==> config.mk <==
export PLATFORM = sky130hd
export DESIGN_NAME = vending_controller
export DESIGN_NICKNAME = d
export VERILOG_FILES = /design/src/rtl/vc_pkg.sv /design/src/rtl/vc_regs.sv /design/src/rtl/vc_core.sv /design/src/rtl/vc_change.sv /design/src/rtl/vending_controller.sv
export SDC_FILE = /design/constraint.sdc
export NUM_CORES = 1
export LEC_CHECK = 0
export BUFFER_PORTS_ARGS = -buffer_cell sky130_fd_sc_hd__buf_4
export CAP_MARGIN = 20
export CORE_ASPECT_RATIO = 1.4
export CORE_MARGIN = 3
export CORE_UTILIZATION = 40
export CTS_CLUSTER_SIZE = 12
export DETAILED_ROUTE_END_ITERATION = 16
export PLACE_DENSITY = 0.61
export SETUP_SLACK_MARGIN = 0.15
export SYNTH_ARGS = -nofsm -noshare
export SYNTH_HDL_FRONTEND = slang
export SYNTH_SLANG_ARGS = --single-unit
export TNS_END_PERCENT = 100
==> constraint.sdc <==
create_clock -name aclk -period 15.89 [get_ports aclk]
set_input_delay 1.589 -clock aclk [delete_from_list [all_inputs] [get_ports aclk]]
set_output_delay 1.589 -clock aclk [all_outputs]
set_load 0.01 [all_outputs]
==> src/rtl/vc_pkg.sv <==
package vc_pkg;

    localparam int NUM_SLOTS   = 4;
    localparam int SLOT_W      = 2;
    localparam int PRICE_W     = 16;
    localparam int STOCK_W     = 8;
    localparam int TOTAL_W     = 20;
    localparam int QUARTER_W   = 16;
    localparam int RECIP_W     = 21;
    localparam int RECIP_SHIFT = 25;
    localparam int PROD_W      = TOTAL_W + RECIP_W;
    localparam int REM_W       = 5;
    localparam int ADDR_W      = 4;
    localparam int DATA_W      = 32;

    localparam logic [STOCK_W-1:0] STOCK_MAX = 8'd255;

    localparam logic [TOTAL_W-1:0] CENTS_NICKEL  = 20'd5;
    localparam logic [TOTAL_W-1:0] CENTS_DIME    = 20'd10;
    localparam logic [TOTAL_W-1:0] CENTS_QUARTER = 20'd25;
    localparam logic [TOTAL_W-1:0] CENTS_ONE     = 20'd100;
    localparam logic [TOTAL_W-1:0] CENTS_FIVE    = 20'd500;
    localparam logic [TOTAL_W-1:0] CENTS_TEN     = 20'd1000;
    localparam logic [TOTAL_W-1:0] CENTS_TWENTY  = 20'd2000;

    // ceil(2^25 / 25): exact quotient for every total below 2^20
    localparam logic [RECIP_W-1:0] RECIP_25 = 21'd1342178;

    typedef enum logic [1:0] {
        REQ_SELECT  = 2'd0,
        REQ_PAY     = 2'd1,
        REQ_CANCEL  = 2'd2,
        REQ_RESTOCK = 2'd3
    } req_t;

    typedef enum logic [2:0] {
        ST_OK        = 3'd0,
        ST_BUSY      = 3'd1,
        ST_NOT_FOUND = 3'd2,
        ST_NO_STOCK  = 3'd3,
        ST_BAD_STATE = 3'd4,
        ST_SHORT     = 3'd5
    } status_t;

    typedef enum logic {
        MODE_IDLE      = 1'b0,
        MODE_SELECTING = 1'b1
    } mode_t;

    typedef enum logic [1:0] {
        REG_PRICE_SLOT0 = 2'd0,
        REG_PRICE_SLOT1 = 2'd1,
        REG_PRICE_SLOT2 = 2'd2,
        REG_PRICE_SLOT3 = 2'd3
    } reg_idx_t;

    typedef logic [NUM_SLOTS-1:0][PRICE_W-1:0] price_arr_t;

    typedef struct packed {
        status_t             status;
        logic [PRICE_W-1:0]  shown_price;
        logic                dispensed;
        logic [SLOT_W-1:0]   dispensed_slot;
        mode_t               mode_now;
    } res_t;

endpackage

==> src/rtl/vc_regs.sv <==
module vc_regs
    import vc_pkg::*;
(
    input  logic              aclk,
    input  logic              aresetn,
    input  logic              psel,
    input  logic              penable,
    input  logic              pwrite,
    input  logic [ADDR_W-1:0] paddr,
    input  logic [DATA_W-1:0] pwdata,
    output logic [DATA_W-1:0] prdata,
    output logic              pready,
    output price_arr_t        prices
);

    price_arr_t price_reg;
    reg_idx_t   idx;
    logic       wr_en;

    assign idx    = reg_idx_t'(paddr[ADDR_W-1:2]);
    assign wr_en  = psel && penable && pwrite;
    assign pready = 1'b1;
    assign prices = price_reg;

    always_ff @(posedge aclk) begin
        if (!aresetn) begin
            price_reg <= '0;
        end else if (wr_en) begin
            unique case (idx)
                REG_PRICE_SLOT0: price_reg[0] <= pwdata[PRICE_W-1:0];
                REG_PRICE_SLOT1: price_reg[1] <= pwdata[PRICE_W-1:0];
                REG_PRICE_SLOT2: price_reg[2] <= pwdata[PRICE_W-1:0];
                REG_PRICE_SLOT3: price_reg[3] <= pwdata[PRICE_W-1:0];
                default: ;
            endcase
        end
    end

    always_comb begin
        prdata = {{(DATA_W-PRICE_W){1'b0}}, price_reg[idx]};
    end

endmodule

==> src/rtl/vc_core.sv <==
module vc_core
    import vc_pkg::*;
(
    input  logic               aclk,
    input  logic               aresetn,
    input  logic               s_valid,
    output logic               s_ready,
    input  logic [1:0]         s_req_type,
    input  logic [2:0]         s_slot,
    input  logic [7:0]         s_restock_qty,
    input  logic [7:0]         s_pay_pennies,
    input  logic [7:0]         s_pay_nickels,
    input  logic [7:0]         s_pay_dimes,
    input  logic [7:0]         s_pay_quarters,
    input  logic [7:0]         s_pay_ones,
    input  logic [7:0]         s_pay_fives,
    input  logic [7:0]         s_pay_tens,
    input  logic [7:0]         s_pay_twenties,
    input  price_arr_t         prices,
    output logic               mid_valid,
    input  logic               mid_ready,
    output res_t               mid_res,
    output logic [TOTAL_W-1:0] mid_rem,
    output logic               in_full
);

    logic                  in_valid_reg;
    req_t                  req_reg;
    logic [2:0]            slot_reg;
    logic [STOCK_W-1:0]    qty_reg;
    logic [TOTAL_W-1:0]    total_reg;
    logic [TOTAL_W-1:0]    total_in;

    logic [NUM_SLOTS-1:0][STOCK_W-1:0] stock_reg;
    logic [SLOT_W-1:0]     sel_reg;
    logic [SLOT_W-1:0]     sel_next;
    mode_t                 mode_reg;
    mode_t                 mode_next;

    logic                  adv;
    logic [SLOT_W-1:0]     idx;
    logic [PRICE_W-1:0]    price_rd;
    logic [STOCK_W-1:0]    stock_rd;
    logic [STOCK_W-1:0]    stock_wr;
    logic [STOCK_W-1:0]    room;
    logic                  stock_wen;

    assign adv       = in_valid_reg && mid_ready;
    assign s_ready   = !in_valid_reg || mid_ready;
    assign mid_valid = in_valid_reg;
    assign in_full   = in_valid_reg;

    assign total_in = TOTAL_W'(s_pay_pennies)
                    + TOTAL_W'(s_pay_nickels)  * CENTS_NICKEL
                    + TOTAL_W'(s_pay_dimes)    * CENTS_DIME
                    + TOTAL_W'(s_pay_quarters) * CENTS_QUARTER
                    + TOTAL_W'(s_pay_ones)     * CENTS_ONE
                    + TOTAL_W'(s_pay_fives)    * CENTS_FIVE
                    + TOTAL_W'(s_pay_tens)     * CENTS_TEN
                    + TOTAL_W'(s_pay_twenties) * CENTS_TWENTY;

    always_ff @(posedge aclk) begin
        if (!aresetn) begin
            in_valid_reg <= 1'b0;
        end else if (s_ready) begin
            in_valid_reg <= s_valid;
        end
    end

    always_ff @(posedge aclk) begin
        if (s_valid && s_ready) begin
            req_reg   <= req_t'(s_req_type);
            slot_reg  <= s_slot;
            qty_reg   <= s_restock_qty;
            total_reg <= total_in;
        end
    end

    assign idx      = (req_reg == REQ_PAY) ? sel_reg : slot_reg[SLOT_W-1:0];
    assign price_rd = prices[idx];
    assign stock_rd = stock_reg[idx];
    assign room     = STOCK_MAX - stock_rd;

    always_comb begin
        mid_res.status         = ST_OK;
        mid_res.shown_price    = '0;
        mid_res.dispensed      = 1'b0;
        mid_res.dispensed_slot = '0;
        mid_rem                = '0;
        mode_next              = mode_reg;
        sel_next               = sel_reg;
        stock_wr               = stock_rd;
        stock_wen              = 1'b0;
        unique case (req_reg)
            REQ_SELECT: begin
                if (mode_reg != MODE_IDLE) begin
                    mid_res.status = ST_BUSY;
                end else if (slot_reg[2]) begin
                    mid_res.status = ST_NOT_FOUND;
                end else if (stock_rd == '0) begin
                    mid_res.status = ST_NO_STOCK;
                end else begin
                    sel_next            = slot_reg[SLOT_W-1:0];
                    mode_next           = MODE_SELECTING;
                    mid_res.shown_price = price_rd;
                end
            end
            REQ_PAY: begin
                if (mode_reg != MODE_SELECTING) begin
                    mid_res.status = ST_BAD_STATE;
                end else if (total_reg < TOTAL_W'(price_rd)) begin
                    mid_res.status = ST_SHORT;
                end else begin
                    mid_rem                = total_reg - TOTAL_W'(price_rd);
                    stock_wen              = (stock_rd != '0);
                    stock_wr               = stock_rd - STOCK_W'(1);
                    mid_res.dispensed      = 1'b1;
                    mid_res.dispensed_slot = sel_reg;
                    mode_next              = MODE_IDLE;
                    sel_next               = '0;
                end
            end
            REQ_CANCEL: begin
                mode_next = MODE_IDLE;
                sel_next  = '0;
            end
            REQ_RESTOCK: begin
                if (slot_reg[2]) begin
                    mid_res.status = ST_NOT_FOUND;
                end else begin
                    stock_wen = 1'b1;
                    stock_wr  = (qty_reg >= room) ? STOCK_MAX : stock_rd + qty_reg;
                end
            end
            default: ;
        endcase
        mid_res.mode_now = mode_next;
    end

    always_ff @(posedge aclk) begin
        if (!aresetn) begin
            stock_reg <= '0;
            sel_reg   <= '0;
            mode_reg  <= MODE_IDLE;
        end else if (adv) begin
            sel_reg  <= sel_next;
            mode_reg <= mode_next;
            if (stock_wen) begin
                stock_reg[idx] <= stock_wr;
            end
        end
    end

endmodule

==> src/rtl/vc_change.sv <==
module vc_change
    import vc_pkg::*;
(
    input  logic                 aclk,
    input  logic                 aresetn,
    input  logic                 mid_valid,
    output logic                 mid_ready,
    input  res_t                 mid_res,
    input  logic [TOTAL_W-1:0]   mid_rem,
    output logic                 m_valid,
    input  logic                 m_ready,
    output logic [2:0]           m_status,
    output logic [PRICE_W-1:0]   m_shown_price,
    output logic                 m_dispensed,
    output logic [SLOT_W-1:0]    m_dispensed_slot,
    output logic [QUARTER_W-1:0] m_change_quarters,
    output logic [1:0]           m_change_dimes,
    output logic                 m_change_nickels,
    output logic [2:0]           m_change_pennies,
    output logic                 m_mode_now
);

    logic                 v1_reg;
    res_t                 res1_reg;
    logic [TOTAL_W-1:0]   rem1_reg;
    logic                 ready1;

    logic                 v2_reg;
    res_t                 res2_reg;
    logic [TOTAL_W-1:0]   rem2_reg;
    logic [PROD_W-1:0]    prod2_reg;
    logic                 ready2;

    logic                 out_valid_reg;
    res_t                 out_res_reg;
    logic [QUARTER_W-1:0] cq_reg;
    logic [1:0]           cd_reg;
    logic                 cn_reg;
    logic [2:0]           cp_reg;
    logic                 out_ready;

    logic [PROD_W-1:0]    prod_next;
    logic [QUARTER_W-1:0] cq_next;
    logic [REM_W-1:0]     r25;
    logic [REM_W-1:0]     r10;
    logic [1:0]           cd_next;
    logic                 cn_next;
    logic [2:0]           cp_next;

    assign out_ready = !out_valid_reg || m_ready;
    assign ready2    = !v2_reg || out_ready;
    assign ready1    = !v1_reg || ready2;
    assign mid_ready = ready1;

    always_ff @(posedge aclk) begin
        if (!aresetn) begin
            v1_reg        <= 1'b0;
            v2_reg        <= 1'b0;
            out_valid_reg <= 1'b0;
        end else begin
            if (ready1) begin
                v1_reg <= mid_valid;
            end
            if (ready2) begin
                v2_reg <= v1_reg;
            end
            if (out_ready) begin
                out_valid_reg <= v2_reg;
            end
        end
    end

    assign prod_next = PROD_W'(rem1_reg) * PROD_W'(RECIP_25);

    assign cq_next = prod2_reg[RECIP_SHIFT +: QUARTER_W];
    assign r25     = REM_W'(rem2_reg - TOTAL_W'(cq_next) * CENTS_QUARTER);

    always_comb begin
        if (r25 >= REM_W'(20)) begin
            cd_next = 2'd2;
            r10     = r25 - REM_W'(20);
        end else if (r25 >= REM_W'(10)) begin
            cd_next = 2'd1;
            r10     = r25 - REM_W'(10);
        end else begin
            cd_next = 2'd0;
            r10     = r25;
        end
        cn_next = (r10 >= REM_W'(5));
        cp_next = cn_next ? 3'(r10 - REM_W'(5)) : 3'(r10);
    end

    always_ff @(posedge aclk) begin
        if (mid_valid && ready1) begin
            res1_reg <= mid_res;
            rem1_reg <= mid_rem;
        end
        if (v1_reg && ready2) begin
            res2_reg  <= res1_reg;
            rem2_reg  <= rem1_reg;
            prod2_reg <= prod_next;
        end
        if (v2_reg && out_ready) begin
            out_res_reg <= res2_reg;
            cq_reg      <= cq_next;
            cd_reg      <= cd_next;
            cn_reg      <= cn_next;
            cp_reg      <= cp_next;
        end
    end

    assign m_valid           = out_valid_reg;
    assign m_status          = out_res_reg.status;
    assign m_shown_price     = out_res_reg.shown_price;
    assign m_dispensed       = out_res_reg.dispensed;
    assign m_dispensed_slot  = out_res_reg.dispensed_slot;
    assign m_mode_now        = out_res_reg.mode_now;
    assign m_change_quarters = cq_reg;
    assign m_change_dimes    = cd_reg;
    assign m_change_nickels  = cn_reg;
    assign m_change_pennies  = cp_reg;

endmodule

==> src/rtl/vending_controller.sv <==
// Vending controller, four slots, money in integer cents.
// Path: a request passes the input register (decision and state update), a capture register,
// the change multiply register and the output register.
// Throughput: one request per cycle while m_ready holds; state is updated in the decision stage.
// Reset (aresetn low, synchronous): stock, selection, mode and prices clear to zero.
module vending_controller
    import vc_pkg::*;
(
    input  logic                 aclk,
    input  logic                 aresetn,
    input  logic                 psel,
    input  logic                 penable,
    input  logic                 pwrite,
    input  logic [ADDR_W-1:0]    paddr,
    input  logic [DATA_W-1:0]    pwdata,
    output logic [DATA_W-1:0]    prdata,
    output logic                 pready,
    input  logic                 s_valid,
    output logic                 s_ready,
    input  logic [1:0]           s_req_type,
    input  logic [2:0]           s_slot,
    input  logic [7:0]           s_restock_qty,
    input  logic [7:0]           s_pay_pennies,
    input  logic [7:0]           s_pay_nickels,
    input  logic [7:0]           s_pay_dimes,
    input  logic [7:0]           s_pay_quarters,
    input  logic [7:0]           s_pay_ones,
    input  logic [7:0]           s_pay_fives,
    input  logic [7:0]           s_pay_tens,
    input  logic [7:0]           s_pay_twenties,
    output logic                 m_valid,
    input  logic                 m_ready,
    output logic [2:0]           m_status,
    output logic [PRICE_W-1:0]   m_shown_price,
    output logic                 m_dispensed,
    output logic [SLOT_W-1:0]    m_dispensed_slot,
    output logic [QUARTER_W-1:0] m_change_quarters,
    output logic [1:0]           m_change_dimes,
    output logic                 m_change_nickels,
    output logic [2:0]           m_change_pennies,
    output logic                 m_mode_now
);

    price_arr_t         prices;
    logic               mid_valid;
    logic               mid_ready;
    res_t               mid_res;
    logic [TOTAL_W-1:0] mid_rem;
    logic               in_full;

    vc_regs u_regs (
        .aclk    (aclk),
        .aresetn (aresetn),
        .psel    (psel),
        .penable (penable),
        .pwrite  (pwrite),
        .paddr   (paddr),
        .pwdata  (pwdata),
        .prdata  (prdata),
        .pready  (pready),
        .prices  (prices)
    );

    vc_core u_core (
        .aclk           (aclk),
        .aresetn        (aresetn),
        .s_valid        (s_valid),
        .s_ready        (s_ready),
        .s_req_type     (s_req_type),
        .s_slot         (s_slot),
        .s_restock_qty  (s_restock_qty),
        .s_pay_pennies  (s_pay_pennies),
        .s_pay_nickels  (s_pay_nickels),
        .s_pay_dimes    (s_pay_dimes),
        .s_pay_quarters (s_pay_quarters),
        .s_pay_ones     (s_pay_ones),
        .s_pay_fives    (s_pay_fives),
        .s_pay_tens     (s_pay_tens),
        .s_pay_twenties (s_pay_twenties),
        .prices         (prices),
        .mid_valid      (mid_valid),
        .mid_ready      (mid_ready),
        .mid_res        (mid_res),
        .mid_rem        (mid_rem),
        .in_full        (in_full)
    );

    vc_change u_change (
        .aclk              (aclk),
        .aresetn           (aresetn),
        .mid_valid         (mid_valid),
        .mid_ready         (mid_ready),
        .mid_res           (mid_res),
        .mid_rem           (mid_rem),
        .m_valid           (m_valid),
        .m_ready           (m_ready),
        .m_status          (m_status),
        .m_shown_price     (m_shown_price),
        .m_dispensed       (m_dispensed),
        .m_dispensed_slot  (m_dispensed_slot),
        .m_change_quarters (m_change_quarters),
        .m_change_dimes    (m_change_dimes),
        .m_change_nickels  (m_change_nickels),
        .m_change_pennies  (m_change_pennies),
        .m_mode_now        (m_mode_now)
    );

`ifndef SYNTHESIS
    a_transfer_held: assert property (@(posedge aclk) disable iff (!aresetn)
        s_valid && s_ready |=> in_full)
        else $error("accepted request not held in input stage");

    a_dispense_ok: assert property (@(posedge aclk) disable iff (!aresetn)
        m_valid && m_dispensed |-> m_status == ST_OK && m_mode_now == MODE_IDLE
                                    && m_shown_price == '0)
        else $error("dispense with bad status, mode or price");

    a_change_needs_dispense: assert property (@(posedge aclk) disable iff (!aresetn)
        m_valid && (m_change_quarters != '0 || m_change_dimes != '0
                    || m_change_nickels || m_change_pennies != '0) |-> m_dispensed)
        else $error("change returned without dispense");
`endif

endmodule
# --- Yosys cells after proc, flatten, opt, wreduce, memory -nomap -nowiden ---
# Cells that the tools add are included.
# W data, S select, Z words.
totals:
  regBits: 292
  inputBits: 120
  wordCells: 158
classes:
  n_addsub: 15
  mul: 9
  magnitude_cmp: 8
  n_eq_ne: 11
  n_mux: 43
  n_bitwise: 3
  n_reduce_logical: 29
ops:
  columns: ["operator", "count"]
  rows:
  - ["$bmux W16 S2", 2]
  - ["$mux W8", 6]
  - ["$mul A8 B7 Y15 const B", 3]
  - ["$mul A20 B20 Y40 const B", 1]
  - ["$bwmux W32", 1]
  - ["$mux W16", 2]
  - ["$mul A8 B5 Y13 const B", 2]
  - ["$mul A8 B3 Y11 const B", 2]
  - ["$add A20 B12 Y20", 1]
  - ["$add A20 B13 Y20", 1]
  - ["$add A20 B15 Y20", 1]
  - ["$add A20 B17 Y20", 1]
  - ["$add A20 B18 Y20", 1]
  - ["$add A20 B19 Y20", 1]
  - ["$lt A20 B16 Y1", 1]
  - ["$sub A20 B16 Y20", 1]
  - ["$mux W3", 6]
  - ["$bmux W8 S2", 1]
  - ["$demux W8 S2", 1]
  - ["$mul A16 B5 Y5 const B", 1]
  - ["$mux W2", 8]
  - ["$pmux W8 S2", 1]
  - ["$add A8 B11 Y12", 1]
  - ["$reduce_and A2 Y1", 6]
  - ["34 further kinds", 66]

# --- Depth between registers and ports, before layout ---
# Gate-level depths: netlist of run 1.
depth:
  ltp_word: 10
  depth_mapped: 30

# --- By module ---
# From an unflattened synthesis of run 1, not the netlist that was laid out.
unflattened:
  cells_unflattened: 2708
  hier_area_um2: 28544.9
modules_own_cells:
  columns: ["module", "n_inst", "cells_per_inst", "area_each_um2"]
  rows:
  - ["vc_core", 1, 1452, 13530.5]
  - ["vc_change", 1, 987, 12090.3]
  - ["vc_regs", 1, 269, 2924.1]

# --- Worst setup path before layout of run 1 ---
# Ideal clock, no wire load.
synth_timing:
  path_type: "input port to flip-flop"
  start: "in s_pay_tens[0]"
  end: "reg u_core.total_reg[19], data pin"
  setup_time_ns: 0.260
  t_arrival_ns: 8.550
  required_ns: 15.630
  slack_ns: 7.081
  path_stages: 27
  path_buffers: 0
  path_cell_list: "fa_1 > inv_1 > fa_1 > fa_1 > fa_1 > inv_1 > ha_1 > o21ai_0 > a21boi_0 > o21ai_0 > a21oi_1 > nand2b_1 > fa_1 > inv_1 > ha_1 > fa_1 > fa_1 > inv_1 > fa_1 > inv_1 > ha_1 > nand3_1 > nand3_1 > o41ai_1 > o2111ai_1 > a21oi_1 > xnor2_1"
synth_via:
  elab_chain_len: 3
synth_rtl:
  columns: ["element", "line", "rtl"]
  rows:
  - ["start: declaration", "vending_controller.sv:29", "input logic [7:0] s_pay_tens,"]
  - ["$mul A8 B7 Y15", "vc_core.sv:59", "+ TOTAL_W'(s_pay_tens) * CENTS_TEN"]
  - ["$add A20 B18 Y20", "vc_core.sv:59", null]
  - ["$add A20 B19 Y20", "vc_core.sv:60", "+ TOTAL_W'(s_pay_twenties) * CENTS_TWENTY;"]
  - ["via u_core.total_in[19]", "vc_core.sv:32", "logic [TOTAL_W-1:0] total_in;"]
  - ["end signal: assignment", "vc_core.sv:75", "total_reg <= total_in;"]
  - ["end: declaration", "vc_core.sv:31", "logic [TOTAL_W-1:0] total_reg;"]
# The timed path passes the listed nets, and every way through them passes these cells.
# A chain may end at the register's enable or synchronous reset.

# --- Worst setup path in the final report of run 1 ---
layout_timing:
  start: "in s_pay_fives[0]"
  end: "reg u_core.total_reg[19], data pin"
layout_via:
  elab_chain_len: 4
layout_rtl:
  columns: ["element", "line", "rtl"]
  rows:
  - ["start: declaration", "vending_controller.sv:28", "input logic [7:0] s_pay_fives,"]
  - ["$mul A8 B7 Y15", "vc_core.sv:58", "+ TOTAL_W'(s_pay_fives) * CENTS_FIVE"]
  - ["$add A20 B17 Y20", "vc_core.sv:58", null]
  - ["$add A20 B18 Y20", "vc_core.sv:59", null]
  - ["$add A20 B19 Y20", "vc_core.sv:60", null]
  - ["via u_core.total_in[19]", "vc_core.sv:32", null]
# The timed path passes the listed nets, and every way through them passes these cells.

==> run metrics, run 1 <==
outcome=finished, final reports clean; H-tree Lvls=1; Clock transition at path regs=60 ps; Hold-fix buffers, CTS=0; Die W=228 um; HP Start=u_change.res1_reg[7]$_SDFFCE_PP0P_; num rows=113; final max-slew violation count=0; Hold Vio Cnt, Final=0; Synth area leaders=ha_1 23%, fa_1 21%, edfxtp_1 18%, dfxtp_1 7.5%, inv_1 6.6%; CTS tree=done; input/output buffers=164; post-CTS sizing=0; number of synthesized flops with an enable pin=165; number of synthesized register bits=268; CP startpoint kind=input port; Critical Path Start=s_pay_fives[0]; cts bufs inserted=28; minimum clock period=8990 ps; WP data required=16190 ps; TNS Setup=0 ps; count leader, synth=ha_1; adder-cell area share of the yosys netlist=43.7%; largest family of logic cells by synthesized area=adder cells; crit path max-delay cell type=fa_1; Final setup viols=0; Yosys warning total=0; Worst Tran Pin Value=881 ps; Final Skew=45.0 ps; Worst EP arrival=9280 ps; fraction of layout cells with a size suffix above 1=9.63%; Layout Cells excl Fill=3674; Top Ports=200; sequential area share after synthesis=25.4%; Post-Syn Area=27600 um2; post-synth cell types=77; Starting Density=40.6%; core area=68100 um2; Hold Crit Class=reg -> reg; cells after synthesis=2581; unrepaired setup endpoints after global routing=no; DP Area=29800 um2; antenna viol nets, final=0; max-cap violations=0; vias per cell=4.95; Post-Route WL=62800 um; Worst setup EP type=flop; crit-path max cell delay=600 ps; GRT Total Usage=17.4%; met3 Usage GRT=1.68%; clock sink count=268; Synth-to-Final Area Change=11.0%; max reg flops=64; Yosys top cell area share=22.6%; nets=3645; First-pass DRT Iterations=5; Async S/R FF share, synth=0%; final instance area=30700 um2; Synth Area in Compound Gates=7.49%; vias in the first global route=19638; routing usage on met2=34.3%; placer's final routability congestion estimate=0.876; full die area=72400 um2; WL per Instance=17.1 um; met1 Use GR=19.0%; mean area per synthesized cell=10.7 um2; Synth top cells by count=500 x ha_1, 486 x inv_1, 291 x fa_1, 189 x nand2_1, 165 x edfxtp_1; first-pass GRT wire length=101000 um; multiplexer area fraction after synthesis=4.68%; via count=18194; Max Root-Sink Buffers=3; Skew-Pair Late Insertion Delay=580 ps; post-synth top area cell=ha_1; largest net degree at the start of global routing=73; DRT iter0 DRCs=767; placed insts=3624; Crit Path Class=in -> reg; gr busiest metal=met2; Post-Route Utilization=45.0%; Post-Synth Simple-Gate Area=7.35%; CP max FO=6; DRC=0; Max-slew headroom=41.1%; Post-Synth XOR/XNOR Area=3.48%; GRT Residual Overflow=0; CP most frequent cell=fa_1; top_reg_cell synth=edfxtp_1; CTS root buffer=clkbuf_16; fill count=6429; antenna violations before repair=1; setup bufs post-CTS=0; Peak Freq=0.111 GHz; Final period util=56.5%; Reg-to-Reg Start=u_change.rem1_reg[12]$_SDFFCE_PP0P_; Chip Height=317 um; HPWL after DPL=52500 um
==> final timing paths <==
check | endpoint | slack (ps) | depth (start not counted)
worst max-delay path | u_core.total_reg[19]$_DFFE_PP_ | 6900 | 31
worst max register to register | u_change.prod2_reg[40]$_DFFE_PP_ | 9010 | 20
worst min register to register | u_change.res2_reg[7]$_DFFE_PP_ | 390 | 0
worst min-delay path | u_change.res2_reg[7]$_DFFE_PP_ | 390 | 0
==> cells by family (layout without fill, tap and decap cells) <==
logic type               Yosys count  after routing
AND/OR/NAND/NOR                  447            447
AO/OA/AOI/OAI                    332            332
adder cells (fa/ha/maj)          791            791
flip-flops                       268            268
other                              2             19
XOR/XNOR                         110            110
buffers and inverters            554            710
multiplexers                      77             77
==> area by class of cell <==
type,instances,area (um2),share of cell area [%]
Clock inverter,7,86.3,0.281
Tap cell,920,1150,3.75
Multi-Input combinational cell,1774,18500,60.4
Inverter,489,1840,5.98
Clock buffer,41,772,2.51
Sequential cell,268,7020,22.9
Timing Repair Buffer,173,1300,4.23
Antenna cell,2,5.00,0.0163
==> critical path, delay by kind of cell <==
family	cells	cell delay (ps)
adder cells (fa/ha/maj)	11	4820
AO/OA/AOI/OAI	6	1440
XOR/XNOR	3	560
buffers and inverters	7	470
AND/OR/NAND/NOR	4	400
==> cell usage in the layout, fill, tap and decap left out, types with 15 or more instances in the layout <==
cell type / n
ha_1: 500
inv_1: 484
fa_1: 291
nand2_1: 189
buf_4: 173
edfxtp_1: 165
a21oi_1: 143
nor2_1: 112
dfxtp_1: 103
xnor2_1: 80
mux4_2: 41
o21ai_0: 38
a21o_1: 35
mux2i_1: 32
xor2_1: 30
clkbuf_16: 29
nor3_1: 28
and2_1: 20
nor2b_1: 19
nand2b_1: 19
nand3_1: 19
o21a_1: 17
conb_1: 17
o21ai_1: 15
==> metal layers <==
layer / up-vias / part of all wire, % / routed length (um)
met1: 8921 / 38 / 24000
met4: 0 / 3.9 / 2470
met2: 304 / 55 / 34400
met5: - / 0 / 0
li1: 8875 / - / -
met3: 94 / 3.0 / 1900
==> through the flow <==
| stage | setup WS (ps) | hold slack, ps |
|---|---|---|
| after CTS | 6860 | 384 |
| after floorplan | 7080 | 400 |
| final | 6900 | 387 |
| after global routing | 6430 | 384 |
| after detailed placement | 6270 | 405 |
| after global placement | 6350 | 402 |
Power of run 1 is not shown: default switching activity piles up to over one toggle a cycle in this logic, so the estimate is an artifact.
==> inputs of run 2 (changes only) <==
==> constraint.sdc (replaced) <==
create_clock -name aclk -period 8.6 [get_ports aclk]
set_input_delay 0.86 -clock aclk [delete_from_list [all_inputs] [get_ports aclk]]
set_output_delay 0.86 -clock aclk [all_outputs]
set_load 0.01 [all_outputs]
==> run metrics, run 2 (synthesis gave the netlist of run 1 again) <==
fill count=6415; Clock transition at path regs=60 ps; CP max FO=6; nets=3648; Final period util=93.4%; fraction of layout cells with a size suffix above 1=9.98%; Chip Height=317 um; via count=18298; Hold Crit Class=reg -> reg; antenna viol nets, final=0; CP top delay family=adder cells; CTS root buffer=clkbuf_16; antenna violations before repair=3; CP most frequent cell=fa_1; largest net degree at the start of global routing=93; num rows=113; Top Ports=200; placer's final routability congestion estimate=0.900; CP bufs+invs=5; most common cell after layout, fill and taps aside=ha_1; GRT Residual Overflow=0; vias per cell=4.97; Final setup viols=0; clock sink count=268; placed insts=3627; cts bufs inserted=28; Peak Freq=0.125 GHz; Crit Path Class=in -> reg; Worst Tran Pin Value=972 ps; final max-slew violation count=0; Hold Vio Cnt, Final=0; input/output buffers=164; Synth-to-Final Area Change=11.2%; Post-Route Utilization=45.1%; CTS tree=done; WL per Instance=17.2 um; CP startpoint kind=input port; crit-path max cell delay=600 ps; vias in the first global route=19713; DRT iter0 DRCs=757; unrepaired setup endpoints after global routing=no; core area=68100 um2; First-pass DRT Iterations=7; Starting Density=40.6%; HPWL after DPL=53000 um; minimum clock period=8030 ps; GRT Total Usage=17.5%; Sequential Area=7020 um2; first-pass GRT wire length=101000 um; Final Skew=32.6 ps; Max Root-Sink Buffers=3; Layout Cells excl Fill=3678; Worst setup EP type=flop; full die area=72400 um2; Skew-Pair Late Insertion Delay=580 ps; max-cap violations=0; H-tree Lvls=1; Worst EP arrival=8420 ps; outcome=finished, final reports clean; WP data required=8990 ps; Hold-fix buffers, CTS=0; area of the multi-input gates=18500 um2; DRC=0; crit path max-delay cell type=fa_1; Die W=228 um; Post-Route WL=63300 um; max reg flops=64; commonest non-fill, non-tap cells in the layout=500 x ha_1, 484 x inv_1, 291 x fa_1; Max-slew headroom=35.2%
run 2: cell types whose count changed in the layout (fill, tap and decap cells not counted):
cell	delta
clkinv_4	-1
clkinv_1	-2
xor2_1	-1
o41ai_1	-1
clkbuf_1	-2
bufinv_16	-1
clkinvlp_4	+1
o41ai_2	+1
clkbuf_8	+4
xor2_2	+1
clkbuf_16	-1
buf_4	+3
clkinv_2	+3
run 2: path summary, 6_finish.rpt:
check	from	endpoint	slack, ps	depth (start not counted)
worst min register to register	u_change.res1_reg[1]$_SDFFCE_PP0P_	u_change.res2_reg[1]$_DFFE_PP_	410	0
worst max register to register	u_change.rem1_reg[17]$_SDFFCE_PP0P_	u_change.prod2_reg[40]$_DFFE_PP_	1640	20
worst max-delay path	s_pay_fives[0]	u_core.total_reg[18]$_DFFE_PP_	570	26
worst min-delay path	u_change.res1_reg[1]$_SDFFCE_PP0P_	u_change.res2_reg[1]$_DFFE_PP_	410	0
run 2: area by class of cell:
type / count / area share, %
diodes: 2 / 0.0163
clock buffers: 42 / 2.58
clock inverters: 7 / 0.204
inverters: 489 / 5.97
multi-input cells: 1774 / 60.4
flip-flops and latches: 268 / 22.8
well taps: 920 / 3.75
repair buffers: 176 / 4.30
run 2: per-layer routing:
metal	vias up	routed length [um]	global-route usage [%]
li1	8874	-	-
met1	8922	23500	18.7
met2	401	35400	35.4
met3	99	2380	1.98
met4	2	2060	5.82
met5	-	13	0
run 2: timing repair:
action | in CTS | in global routing
gates resized for setup | 0 | 2
buffers inserted | 0 | 0
endpoints found under the setup margin | 0 | 2
run 2: per-stage QoR:
stage               setup WS, ps  area, um2  hold WS, ps  TNS [ps]
floorplan                    520      27700          400         0
global placement            88.5      29900          403         0
detailed placement         -38.5      29900          405     -48.8
CTS                          555      30700          414         0
global route                 159      30700          424         0
finish                       569      30700          414         0
Power of run 2 is left out for the same reason.
==> inputs of run 3 (changes only) <==
--- a/config.mk
+++ b/config.mk
@@ -9,12 +9,11 @@
 export CAP_MARGIN = 20
 export CORE_ASPECT_RATIO = 1.4
 export CORE_MARGIN = 3
-export CORE_UTILIZATION = 40
+export CORE_UTILIZATION = 41
 export CTS_CLUSTER_SIZE = 12
 export DETAILED_ROUTE_END_ITERATION = 16
-export PLACE_DENSITY = 0.61
+export PLACE_DENSITY = 0.62
 export SETUP_SLACK_MARGIN = 0.15
 export SYNTH_ARGS = -nofsm -noshare
 export SYNTH_HDL_FRONTEND = slang
 export SYNTH_SLANG_ARGS = --single-unit
-export TNS_END_PERCENT = 100
==> constraint.sdc (replaced) <==
create_clock -name aclk -period 9.11 [get_ports aclk]
set_input_delay 0.911 -clock aclk [delete_from_list [all_inputs] [get_ports aclk]]
set_output_delay 0.911 -clock aclk [all_outputs]
set_load 0.01 [all_outputs]
==> run metrics, run 3 (synthesis gave the netlist of run 1 again) <==
outcome=finished, final reports clean; clock sink count=268; r2r setup slk=2140 ps; Starting Density=41.4%; HPWL after DPL=52100 um; post-CTS sizing=0; DRT iter0 DRCs=717; Hold-fix buffers, CTS=0; placer's final routability congestion estimate=0.891; Die W=225 um; WP data required=9410 ps; cts bufs inserted=28; final max-slew violation count=0; Clock transition at path regs=60 ps; Worst Tran Pin Value=997 ps; TNS Setup=0 ps; Post-Route WL=62300 um; reg2reg path depth=20; Chip Height=313 um; fill count=6184; H-tree Lvls=1; full die area=70600 um2; Max-slew headroom=33.5%; first-pass GRT wire length=101000 um; CP startpoint kind=input port; input/output buffers=164; nets=3646; DRC=0; HP Start=u_change.res1_reg[4]$_SDFFCE_PP0P_; Final period util=88.5%; Final Skew=26.6 ps; Hold Crit Class=reg -> reg; commonest non-fill, non-tap cells in the layout=500 x ha_1, 484 x inv_1, 291 x fa_1; Peak Freq=0.124 GHz; vias in the first global route=19734; Reg-to-Reg End=u_change.prod2_reg[40]$_DFFE_PP_; core area=66700 um2; Max Root-Sink Buffers=3; antenna violations before repair=2; setup bufs post-CTS=0; largest net degree at the start of global routing=94; fraction of layout cells with a size suffix above 1=9.73%; via count=18326; Reg-to-Reg Start=u_change.rem1_reg[13]$_SDFFCE_PP0P_; WHS Path Cells=0; vias per cell=5.08; minimum clock period=8060 ps; Top Ports=200; most common cell after layout, fill and taps aside=ha_1; Crit Path Class=in -> reg; First-pass DRT Iterations=5; Skew-Pair Late Insertion Delay=580 ps; Worst setup EP type=flop; Worst EP arrival=8370 ps; WL per Instance=17.3 um; CP most frequent cell=fa_1; CP max FO=6; CTS tree=done; crit path max-delay cell type=fa_1; Synth-to-Final Area Change=10.8%; Final setup viols=0; max reg flops=64; crit-path max cell delay=610 ps; Worst Hold End=u_change.res2_reg[4]$_DFFE_PP_; GRT Total Usage=17.9%; Hold Vio Cnt, Final=0; CTS root buffer=clkbuf_16; GRT Residual Overflow=0; antenna viol nets, final=0; max-cap violations=0; num rows=112; unrepaired setup endpoints after global routing=no
-- run 3: cell count changes in the layout (fill, tap and decap cells not counted), sizes merged --
cell,change
buf,-2
clkinv,-2
bufinv,+1
clkinvlp,+1
-- run 3: worst max-delay path: cells and delay by family --
kind	cells	cell delay, ps
buffers and inverters	8	650
XOR/XNOR	3	540
AO/OA/AOI/OAI	6	1080
adder cells (fa/ha/maj)	11	4770
AND/OR/NAND/NOR	4	410
-- run 3: worst max path at each step --
stage,slack [ps],endpoint,start
6_report,1050,u_core.total_reg[19]$_DFFE_PP_,s_pay_fives[0]
5_1_grt,660,u_core.total_reg[19]$_DFFE_PP_,s_pay_fives[0]
4_1_cts,990,u_core.total_reg[19]$_DFFE_PP_,s_pay_fives[0]
3_5_place_dp,400,u_core.total_reg[19]$_DFFE_PP_,s_pay_fives[0]
3_3_place_gp,470,u_core.total_reg[18]$_DFFE_PP_,s_pay_fives[0]
2_1_floorplan,980,u_core.total_reg[19]$_DFFE_PP_,s_pay_tens[0]
-- run 3: layout make-up --
cell class                      instances  area, um2  share of cell area, %
Antenna cell                            2       5.00                 0.0163
Inverter                              489       1840                   5.99
Multi-Input combinational cell       1774      18500                   60.5
Clock inverter                          7       88.8                  0.290
Clock buffer                           42        777                   2.54
Sequential cell                       268       7020                   22.9
Tap cell                              855       1070                   3.49
Timing Repair Buffer                  174       1310                   4.26
-- run 3: metal layers --
layer | global-route usage, % | vias up | share of wire (%)
li1 | - | 8872 | -
met1 | 20.5 | 9044 | 39
met2 | 35.0 | 328 | 55
met3 | 1.55 | 82 | 3.2
met4 | 5.29 | 0 | 2.8
met5 | 0 | - | 0
-- run 3: stage by stage --
stage	hold WS [ps]	area, um2	utilization (%)	setup slack [ps]	cells
global placement	403	29800	44.6	466	3560
detailed placement	405	29800	44.6	398	3560
global route	422	30600	45.9	664	3611
floorplan	400	27700	-	979	2596
CTS	413	30600	45.9	991	3609
finish	413	30600	45.9	1050	3611
Power of run 3 is left out for the same reason.
